<file path="src/rtl/sts_pkg.sv">
// Shared types, tag table and tag classifier for the style tag stripper.
package sts_pkg;

    localparam int NUM_TAGS  = 8;
    localparam int WIN_LEN   = 9;
    localparam int CNT_W     = $clog2(WIN_LEN + 1);
    localparam int TAG_IDX_W = $clog2(NUM_TAGS);
    localparam int NUM_STYLES = 4;
    localparam int STYLE_CAPS = 3;

    // Tag text, right-justified: the first character sits in the highest used byte.
    localparam int TAG_LEN [NUM_TAGS] = '{5, 6, 5, 6, 5, 6, 8, 9};
    localparam logic [8*WIN_LEN-1:0] TAG_TEXT [NUM_TAGS] = '{
        "[[b]]", "[[/b]]", "[[i]]", "[[/i]]",
        "[[u]]", "[[/u]]", "[[caps]]", "[[/caps]]"
    };

    typedef struct packed {
        logic [7:0] in_byte;
        logic       end_of_text;
    } text_word_t;

    typedef struct packed {
        logic [7:0] out_char;
        logic       is_bold;
        logic       is_italic;
        logic       is_underline;
        logic       is_caps;
        logic       last_of_item;
    } glyph_word_t;

    typedef struct packed {
        logic                 hit;
        logic [TAG_IDX_W-1:0] idx;
        logic                 prefix;
    } class_t;

    typedef struct packed {
        logic load;
        logic apply;
        logic release_byte;
    } dp_cmd_t;

    typedef struct packed {
        logic empty;
        logic hit;
        logic prefix;
        logic eot;
        logic out_free;
    } dp_stat_t;

    typedef enum logic [1:0] {
        ST_IDLE = 2'b01,
        ST_SCAN = 2'b10
    } state_t;

    // Compare the first n held bytes against every tag.
    function automatic class_t classify(input logic [WIN_LEN-1:0][7:0] win,
                                        input logic [CNT_W-1:0] n);
        class_t     r;
        logic       match;
        logic [7:0] ch;
        r = '0;
        for (int k = 0; k < NUM_TAGS; k++)
        begin
            match = (n <= CNT_W'(TAG_LEN[k]));
            for (int i = 0; i < WIN_LEN; i++)
            begin
                ch = 8'h00;
                if (i < TAG_LEN[k])
                begin
                    ch = 8'(TAG_TEXT[k] >> (8 * (TAG_LEN[k] - 1 - i)));
                end
                if ((CNT_W'(i) < n) && (win[i] != ch))
                begin
                    match = 1'b0;
                end
            end
            if (match)
            begin
                if (n == CNT_W'(TAG_LEN[k]))
                begin
                    if (!r.hit)
                    begin
                        r.hit = 1'b1;
                        r.idx = TAG_IDX_W'(k);
                    end
                end
                else
                begin
                    r.prefix = 1'b1;
                end
            end
        end
        return r;
    endfunction

endpackage

</file>
<file path="src/rtl/sts_ctrl.sv">
// Controller state machine: accepts a word, then scans the window until it settles.
module sts_ctrl (
    input  logic              clk,
    input  logic              rst_n,
    input  logic              text_valid,
    output logic              text_stall,
    input  sts_pkg::dp_stat_t stat,
    output sts_pkg::dp_cmd_t  cmd
);

    sts_pkg::state_t state_reg;
    sts_pkg::state_t state_next;

    always_ff @(posedge clk or negedge rst_n)
    begin
        if (!rst_n)
        begin
            state_reg <= sts_pkg::ST_IDLE;
        end
        else
        begin
            state_reg <= state_next;
        end
    end

    always_comb
    begin
        state_next = state_reg;
        cmd        = '0;
        text_stall = 1'b1;
        case (state_reg)
            sts_pkg::ST_IDLE:
            begin
                text_stall = 1'b0;
                if (text_valid)
                begin
                    cmd.load   = 1'b1;
                    state_next = sts_pkg::ST_SCAN;
                end
            end
            sts_pkg::ST_SCAN:
            begin
                if (stat.empty)
                begin
                    state_next = sts_pkg::ST_IDLE;
                end
                else if (stat.hit)
                begin
                    cmd.apply  = 1'b1;
                    state_next = sts_pkg::ST_IDLE;
                end
                else if (stat.prefix && !stat.eot)
                begin
                    state_next = sts_pkg::ST_IDLE;
                end
                else if (stat.out_free)
                begin
                    // release the first held byte; rescan the rest next cycle
                    cmd.release_byte = 1'b1;
                end
            end
            default:
            begin
                state_next = sts_pkg::ST_IDLE;
            end
        endcase
    end

endmodule

</file>
<file path="src/rtl/sts_datapath.sv">
// Datapath: held-byte window, style depth counters, classifier and output register.
module sts_datapath #(
    parameter int DEPTH_BITS = 8
) (
    input  logic                 clk,
    input  logic                 rst_n,
    input  sts_pkg::text_word_t  text_word,
    input  sts_pkg::dp_cmd_t     cmd,
    output sts_pkg::dp_stat_t    stat,
    output sts_pkg::glyph_word_t glyph_word,
    output logic                 glyph_valid,
    input  logic                 glyph_stall
);

    logic [sts_pkg::WIN_LEN-1:0][7:0] win_reg;
    logic [sts_pkg::WIN_LEN-1:0][7:0] win_next;
    logic [sts_pkg::WIN_LEN-1:0][7:0] win_shift;
    logic [sts_pkg::CNT_W-1:0]        count_reg;
    logic [sts_pkg::CNT_W-1:0]        count_next;
    logic [sts_pkg::CNT_W-1:0]        count_m1;
    logic                             eot_reg;
    logic                             eot_next;
    logic [DEPTH_BITS-1:0]            depth_reg  [sts_pkg::NUM_STYLES];
    logic [DEPTH_BITS-1:0]            depth_next [sts_pkg::NUM_STYLES];
    logic [sts_pkg::NUM_STYLES-1:0]   style_on;
    sts_pkg::glyph_word_t             out_reg;
    sts_pkg::glyph_word_t             out_next;
    logic                             out_valid_reg;
    logic                             out_valid_next;
    sts_pkg::class_t                  cls_now;
    sts_pkg::class_t                  cls_rest;
    logic [1:0]                       style_sel;
    logic [7:0]                       ch;

    assign win_shift = win_reg >> 8;
    assign count_m1  = count_reg - sts_pkg::CNT_W'(1);
    assign cls_now   = sts_pkg::classify(win_reg, count_reg);
    assign cls_rest  = sts_pkg::classify(win_shift, count_m1);
    assign style_sel = cls_now.idx[sts_pkg::TAG_IDX_W-1:1];

    always_comb
    begin
        for (int s = 0; s < sts_pkg::NUM_STYLES; s++)
        begin
            style_on[s] = (depth_reg[s] != '0);
        end
    end

    assign stat.empty    = (count_reg == '0);
    assign stat.hit      = cls_now.hit;
    assign stat.prefix   = cls_now.prefix;
    assign stat.eot      = eot_reg;
    assign stat.out_free = !out_valid_reg || !glyph_stall;

    always_comb
    begin
        win_next       = win_reg;
        count_next     = count_reg;
        eot_next       = eot_reg;
        depth_next     = depth_reg;
        out_next       = out_reg;
        out_valid_next = out_valid_reg && glyph_stall;
        ch             = win_reg[0];
        if (style_on[sts_pkg::STYLE_CAPS] && (ch inside {[8'h61:8'h7A]}))
        begin
            ch = ch - 8'h20;
        end

        if (cmd.load)
        begin
            win_next[count_reg] = text_word.in_byte;
            count_next          = count_reg + sts_pkg::CNT_W'(1);
            eot_next            = text_word.end_of_text;
        end

        if (cmd.apply)
        begin
            count_next = '0;
            if (!cls_now.idx[0])
            begin
                // opening tag: saturate at the top
                if (depth_reg[style_sel] != '1)
                begin
                    depth_next[style_sel] = depth_reg[style_sel] + DEPTH_BITS'(1);
                end
            end
            else if (depth_reg[style_sel] != '0)
            begin
                depth_next[style_sel] = depth_reg[style_sel] - DEPTH_BITS'(1);
            end
        end

        if (cmd.release_byte)
        begin
            win_next              = win_shift;
            count_next            = count_m1;
            out_valid_next        = 1'b1;
            out_next.out_char     = ch;
            out_next.is_bold      = style_on[0];
            out_next.is_italic    = style_on[1];
            out_next.is_underline = style_on[2];
            out_next.is_caps      = style_on[3];
            // last unless the remainder will release another byte
            out_next.last_of_item = (count_reg == sts_pkg::CNT_W'(1)) ||
                                    (!eot_reg && (cls_rest.hit || cls_rest.prefix));
        end
    end

    always_ff @(posedge clk or negedge rst_n)
    begin
        if (!rst_n)
        begin
            count_reg     <= '0;
            eot_reg       <= 1'b0;
            out_valid_reg <= 1'b0;
            for (int s = 0; s < sts_pkg::NUM_STYLES; s++)
            begin
                depth_reg[s] <= '0;
            end
        end
        else
        begin
            count_reg     <= count_next;
            eot_reg       <= eot_next;
            out_valid_reg <= out_valid_next;
            depth_reg     <= depth_next;
        end
    end

    always_ff @(posedge clk)
    begin
        win_reg <= win_next;
        out_reg <= out_next;
    end

    assign glyph_word  = out_reg;
    assign glyph_valid = out_valid_reg;

endmodule

</file>
<file path="src/rtl/style_tag_stripper.sv">
// Top level of the style tag stripper: controller plus datapath.
//
// Input channel text_valid / text_stall / text_word carries one text byte and its
// end-of-text mark per word. Output channel glyph_valid / glyph_stall / glyph_word
// carries one literal character with its bold, italic, underline and caps flags and
// a mark on the last character caused by an input word.
// A word is taken in the idle state; the window is then scanned, releasing the
// oldest held character at each step, until it settles on an empty window, a
// complete tag or a tag prefix short of the end of text, so a byte that completes
// a tag or extends such a prefix releases no character. Characters appear in the
// output register in the cycle after their release step. While that register is
// free, the scan loop releases one character per cycle through that single register.
// text_stall stays high from the accepting edge until the scan settles.
// If glyph_stall holds the output register full, the scan waits and the
// input stays stalled; nothing is dropped.
// Reset clears the style depths, the held-byte count and the output valid flag;
// the controller resets to idle, so the block can accept a word straight out of reset.
module style_tag_stripper #(
    parameter int DEPTH_BITS = 8
) (
    input  logic                 clk,
    input  logic                 rst_n,
    input  logic                 text_valid,
    output logic                 text_stall,
    input  sts_pkg::text_word_t  text_word,
    output logic                 glyph_valid,
    input  logic                 glyph_stall,
    output sts_pkg::glyph_word_t glyph_word
);

    sts_pkg::dp_cmd_t  cmd;
    sts_pkg::dp_stat_t stat;

    sts_ctrl u_ctrl (
        .clk        (clk),
        .rst_n      (rst_n),
        .text_valid (text_valid),
        .text_stall (text_stall),
        .stat       (stat),
        .cmd        (cmd)
    );

    sts_datapath #(
        .DEPTH_BITS (DEPTH_BITS)
    ) u_datapath (
        .clk         (clk),
        .rst_n       (rst_n),
        .text_word   (text_word),
        .cmd         (cmd),
        .stat        (stat),
        .glyph_word  (glyph_word),
        .glyph_valid (glyph_valid),
        .glyph_stall (glyph_stall)
    );

endmodule

</file>
<file path="config.mk">
export PLATFORM = sky130hd
export DESIGN_NAME = style_tag_stripper
export DESIGN_NICKNAME = d
export VERILOG_FILES = /design/src/rtl/sts_pkg.sv /design/src/rtl/sts_ctrl.sv /design/src/rtl/sts_datapath.sv /design/src/rtl/style_tag_stripper.sv
export SDC_FILE = /design/constraint.sdc
export NUM_CORES = 1
export LEC_CHECK = 0
export ABC_AREA = 1
export BUFFER_PORTS_ARGS = -buffer_cell sky130_fd_sc_hd__buf_4
export CAP_MARGIN = 40
export CORE_MARGIN = 5
export CORE_UTILIZATION = 35
export DETAILED_ROUTE_END_ITERATION = 16
export PLACE_DENSITY = 0.59
export SLEW_MARGIN = 30
export SYNTH_ARGS = -nofsm -noshare
export SYNTH_HDL_FRONTEND = slang
export SYNTH_HIERARCHICAL = 1
export SYNTH_SLANG_ARGS = --single-unit
</file>
<file path="constraint.sdc">
create_clock -name clk -period 7.3 [get_ports clk]
set_input_delay 1.46 -clock clk [delete_from_list [all_inputs] [get_ports clk]]
set_output_delay 1.46 -clock clk [all_outputs]
set_load 0.03 [all_outputs]
</file>
==> results.sh <==
export IMPL_status="finished, final reports clean"
export IMPL_ys_seq_area_share_pct=46.9
export IMPL_timing_final_ws_setup_ns=2.67
export IMPL_vias_per_cell=5.06
export IMPL_cts_tree="yes"
export IMPL_setup_viol=0
export IMPL_syn_to_final_growth_pct=14.4
export IMPL_fmax_mhz=216
export IMPL_initial_core_util_pct=35.4
export IMPL_io_pins=28
export IMPL_rows=53
export IMPL_intPower_w=0.00179
export IMPL_pwr_share_clk_pct=29.0
export IMPL_crit_fanout=44
export IMPL_clkTransAtPathRegs_ns=0.06
export IMPL_syn_area_um2=7410
export IMPL_cp_arrival_ns=4.68
export IMPL_firstDrtPassIters=5
export IMPL_ys_types=47
export IMPL_fin_cells=1274
export IMPL_maxCapViolCount=0
export IMPL_clock_sinks=125
export IMPL_route_vias_total=6451
export IMPL_place_ws_ns=2.73
export IMPL_cp_end_kind="flop"
export IMPL_fin_crit_sh_pct=63.4
export IMPL_synth_edf_count=77
export IMPL_clockBufferDepth=2
export IMPL_largest_reg_flops=72
export IMPL_postSynthCellCount=953
export IMPL_fin_setup_tns_ns=0
export IMPL_drive_above_1_share_pct=12.1
export IMPL_slew_headroom_pct=50.8
export IMPL_rsz0062_at_grt="false"
export IMPL_fp_dieArea_um2=24200
export IMPL_finalHoldViolations=0
export IMPL_cts_resized=0
export IMPL_final_common_cell="nand2_1"
export IMPL_worst_pin_slew_ns=0.734
export IMPL_core_um2=21000
export IMPL_first_global_vias=6097
export IMPL_clk_latency_ns=0.42
export IMPL_n_fill_cell=2194
export IMPL_p_leak_nw=3.80
export IMPL_dp_cells=1242
export IMPL_final_max_slew_viol_count=0
export IMPL_fin_nets=1010
export IMPL_antenna_found_initial=0
export IMPL_fp_dieW_um=156
export IMPL_syn_nets=977
export IMPL_layout_common_cells="nand2_1 (300), inv_1 (112), nor2_1 (88), edfxtp_1 (77), nand3_1 (56)"
export IMPL_drcViolationCount=0
export IMPL_yosys_warnings=6
export IMPL_cts_buffers=17
export IMPL_regArea_um2=3470
export IMPL_fp_dieH_um=156
export IMPL_grt_use_total_pct=16.7
export IMPL_skew_ns=0.0102
export IMPL_swShare_pct=39.7
export IMPL_p_per_area_nw_per_um2=350
export IMPL_post_route_min_period_ns=4.63
export IMPL_hold_class="flop to flop"
export IMPL_fin_util_pct=40.5
export IMPL_cp_required_ns=7.36
export IMPL_insertedDiodeCount=0
export IMPL_ys_seq_elements=125
export IMPL_power_switching_w=0.00118
export IMPL_drt_iter0_drc=580
export IMPL_path_class="flop to flop"
export IMPL_synthFlopType="edfxtp_1"
export IMPL_post_cts_setup_buffers=0
export IMPL_synth_avg_cell_area_um2=7.78
export IMPL_clock_tree_root_cell="clkbuf_16"
export IMPL_ant_nets=0
export IMPL_grt_pass1_wl_um=32000
export IMPL_place_congestion=0.937
export IMPL_hold_buffers=0
export IMPL_avgRoutedWirePerCell_um=15.3
export IMPL_wl_um=19500
export IMPL_overflow=0
export IMPL_grt_max_degree=65
export IMPL_combPwrFrac_pct=34.6
export IMPL_multi_input_area_um2=3350
export IMPL_dp_hpwl_um=14600
export IMPL_port_buffers=27
export IMPL_critPathLaunchType="flop"
export IMPL_synth_async_reset_ratio_pct=32.0
export IMPL_cts_htree_levels=4
export IMPL_p_seq_share_pct=36.4
export IMPL_vdd_drop_max_mv=0.200
Yosys cell counts (12+ instances only):
cell type	count	area (µm²)
nand2_1	300	1130
clkbuf_1	12	45.0
a21oi_1	21	105
inv_1	112	420
edfxtp_1	77	2310
o21ai_1	20	100
nand3_1	56	280
dfrtp_1	39	976
nand4_1	19	119
nor2_1	89	334
o22ai_1	41	257
o21ai_0	45	225
per-layer routing:
metal / share of wire (%) / track usage, % / routed length, µm
met5: 0 / 0 / 0
met4: 1.9 / 6.00 / 375
met3: 5.5 / 3.44 / 1080
met2: 44 / 25.4 / 8600
met1: 49 / 23.8 / 9480
per-stage QoR:
step,hold slack (ns),total power (W),instance area [µm²]
floorplan,0.449,0.00180,7410
global placement,0.465,0.00209,7860
detailed placement,0.476,0.00211,7890
CTS,0.486,0.00297,8480
global route,0.510,0.00316,8480
finish,0.484,0.00297,8480
critical path, stage by stage (launching register included):
cell and delay [ns]:
dfrtp_1 0.74, nor2_2 0.18, nand2_1 0.33, nand2_1 0.15
nand2_2 0.14, a21oi_1 0.07, nand4_1 0.20, inv_1 0.08
nor2_1 0.52, nand4_1 0.22, nor2_1 0.19, nand3_2 0.13
nor2_4 0.11, buf_4 0.47, a21oi_1 0.13, a21oi_1 0.59
logic make-up after synthesis:
group	synth area share, %
xor gates and xnor gates	0.591
DFF	46.9
AOI/OAI and AO/OA	10.5
buffers and inverters	8.08
adders and majority gates	1.86
and+or+nand+nor	32.1
power by group through the flow:
stage                     Clock, W  Combinational [W]  Sequential (W)
after CTS                 0.000875            0.00102         0.00108
after global placement           0            0.00100         0.00109
after detailed placement         0            0.00102         0.00109
after floorplan                  0           0.000712         0.00108
final                     0.000859            0.00103         0.00108
after global routing      0.000909            0.00115         0.00110
worst paths after layout:
| check | start | endpoint | slack (ns) | cells past startpoint |
|---|---|---|---|---|
| max in group asynchronous | rst_n | u_ctrl/state_reg[0]$_DFFE_PN1P_ | 5.92 | 1 |
| worst max-delay path | u_datapath/count_reg[3]$_DFFE_PN0P_ | u_datapath/win_reg[59]$_DFFE_PP_ | 2.67 | 15 |
| worst max register to register | u_datapath/count_reg[3]$_DFFE_PN0P_ | u_datapath/win_reg[59]$_DFFE_PP_ | 2.67 | 15 |
| worst min register to register | u_datapath/win_reg[69]$_SDFFE_PP0P_ | u_datapath/win_reg[69]$_SDFFE_PP0P_ | 0.48 | 2 |
| min in group asynchronous | rst_n | u_datapath/depth_reg[12]$_DFFE_PN0P_ | 1.01 | 1 |
| worst min-delay path | u_datapath/win_reg[69]$_SDFFE_PP0P_ | u_datapath/win_reg[69]$_SDFFE_PP0P_ | 0.48 | 2 |
cell type report:
type	count	share of cell area, %
tap	275	4.06
clock buffer	17	5.01
timing repair buffer	34	2.92
inverter	125	5.56
clock inverter	15	2.02
multi-input combinational	683	39.5
sequential	125	41.0
No activity file was read; power rests on OpenSTA's default activity.
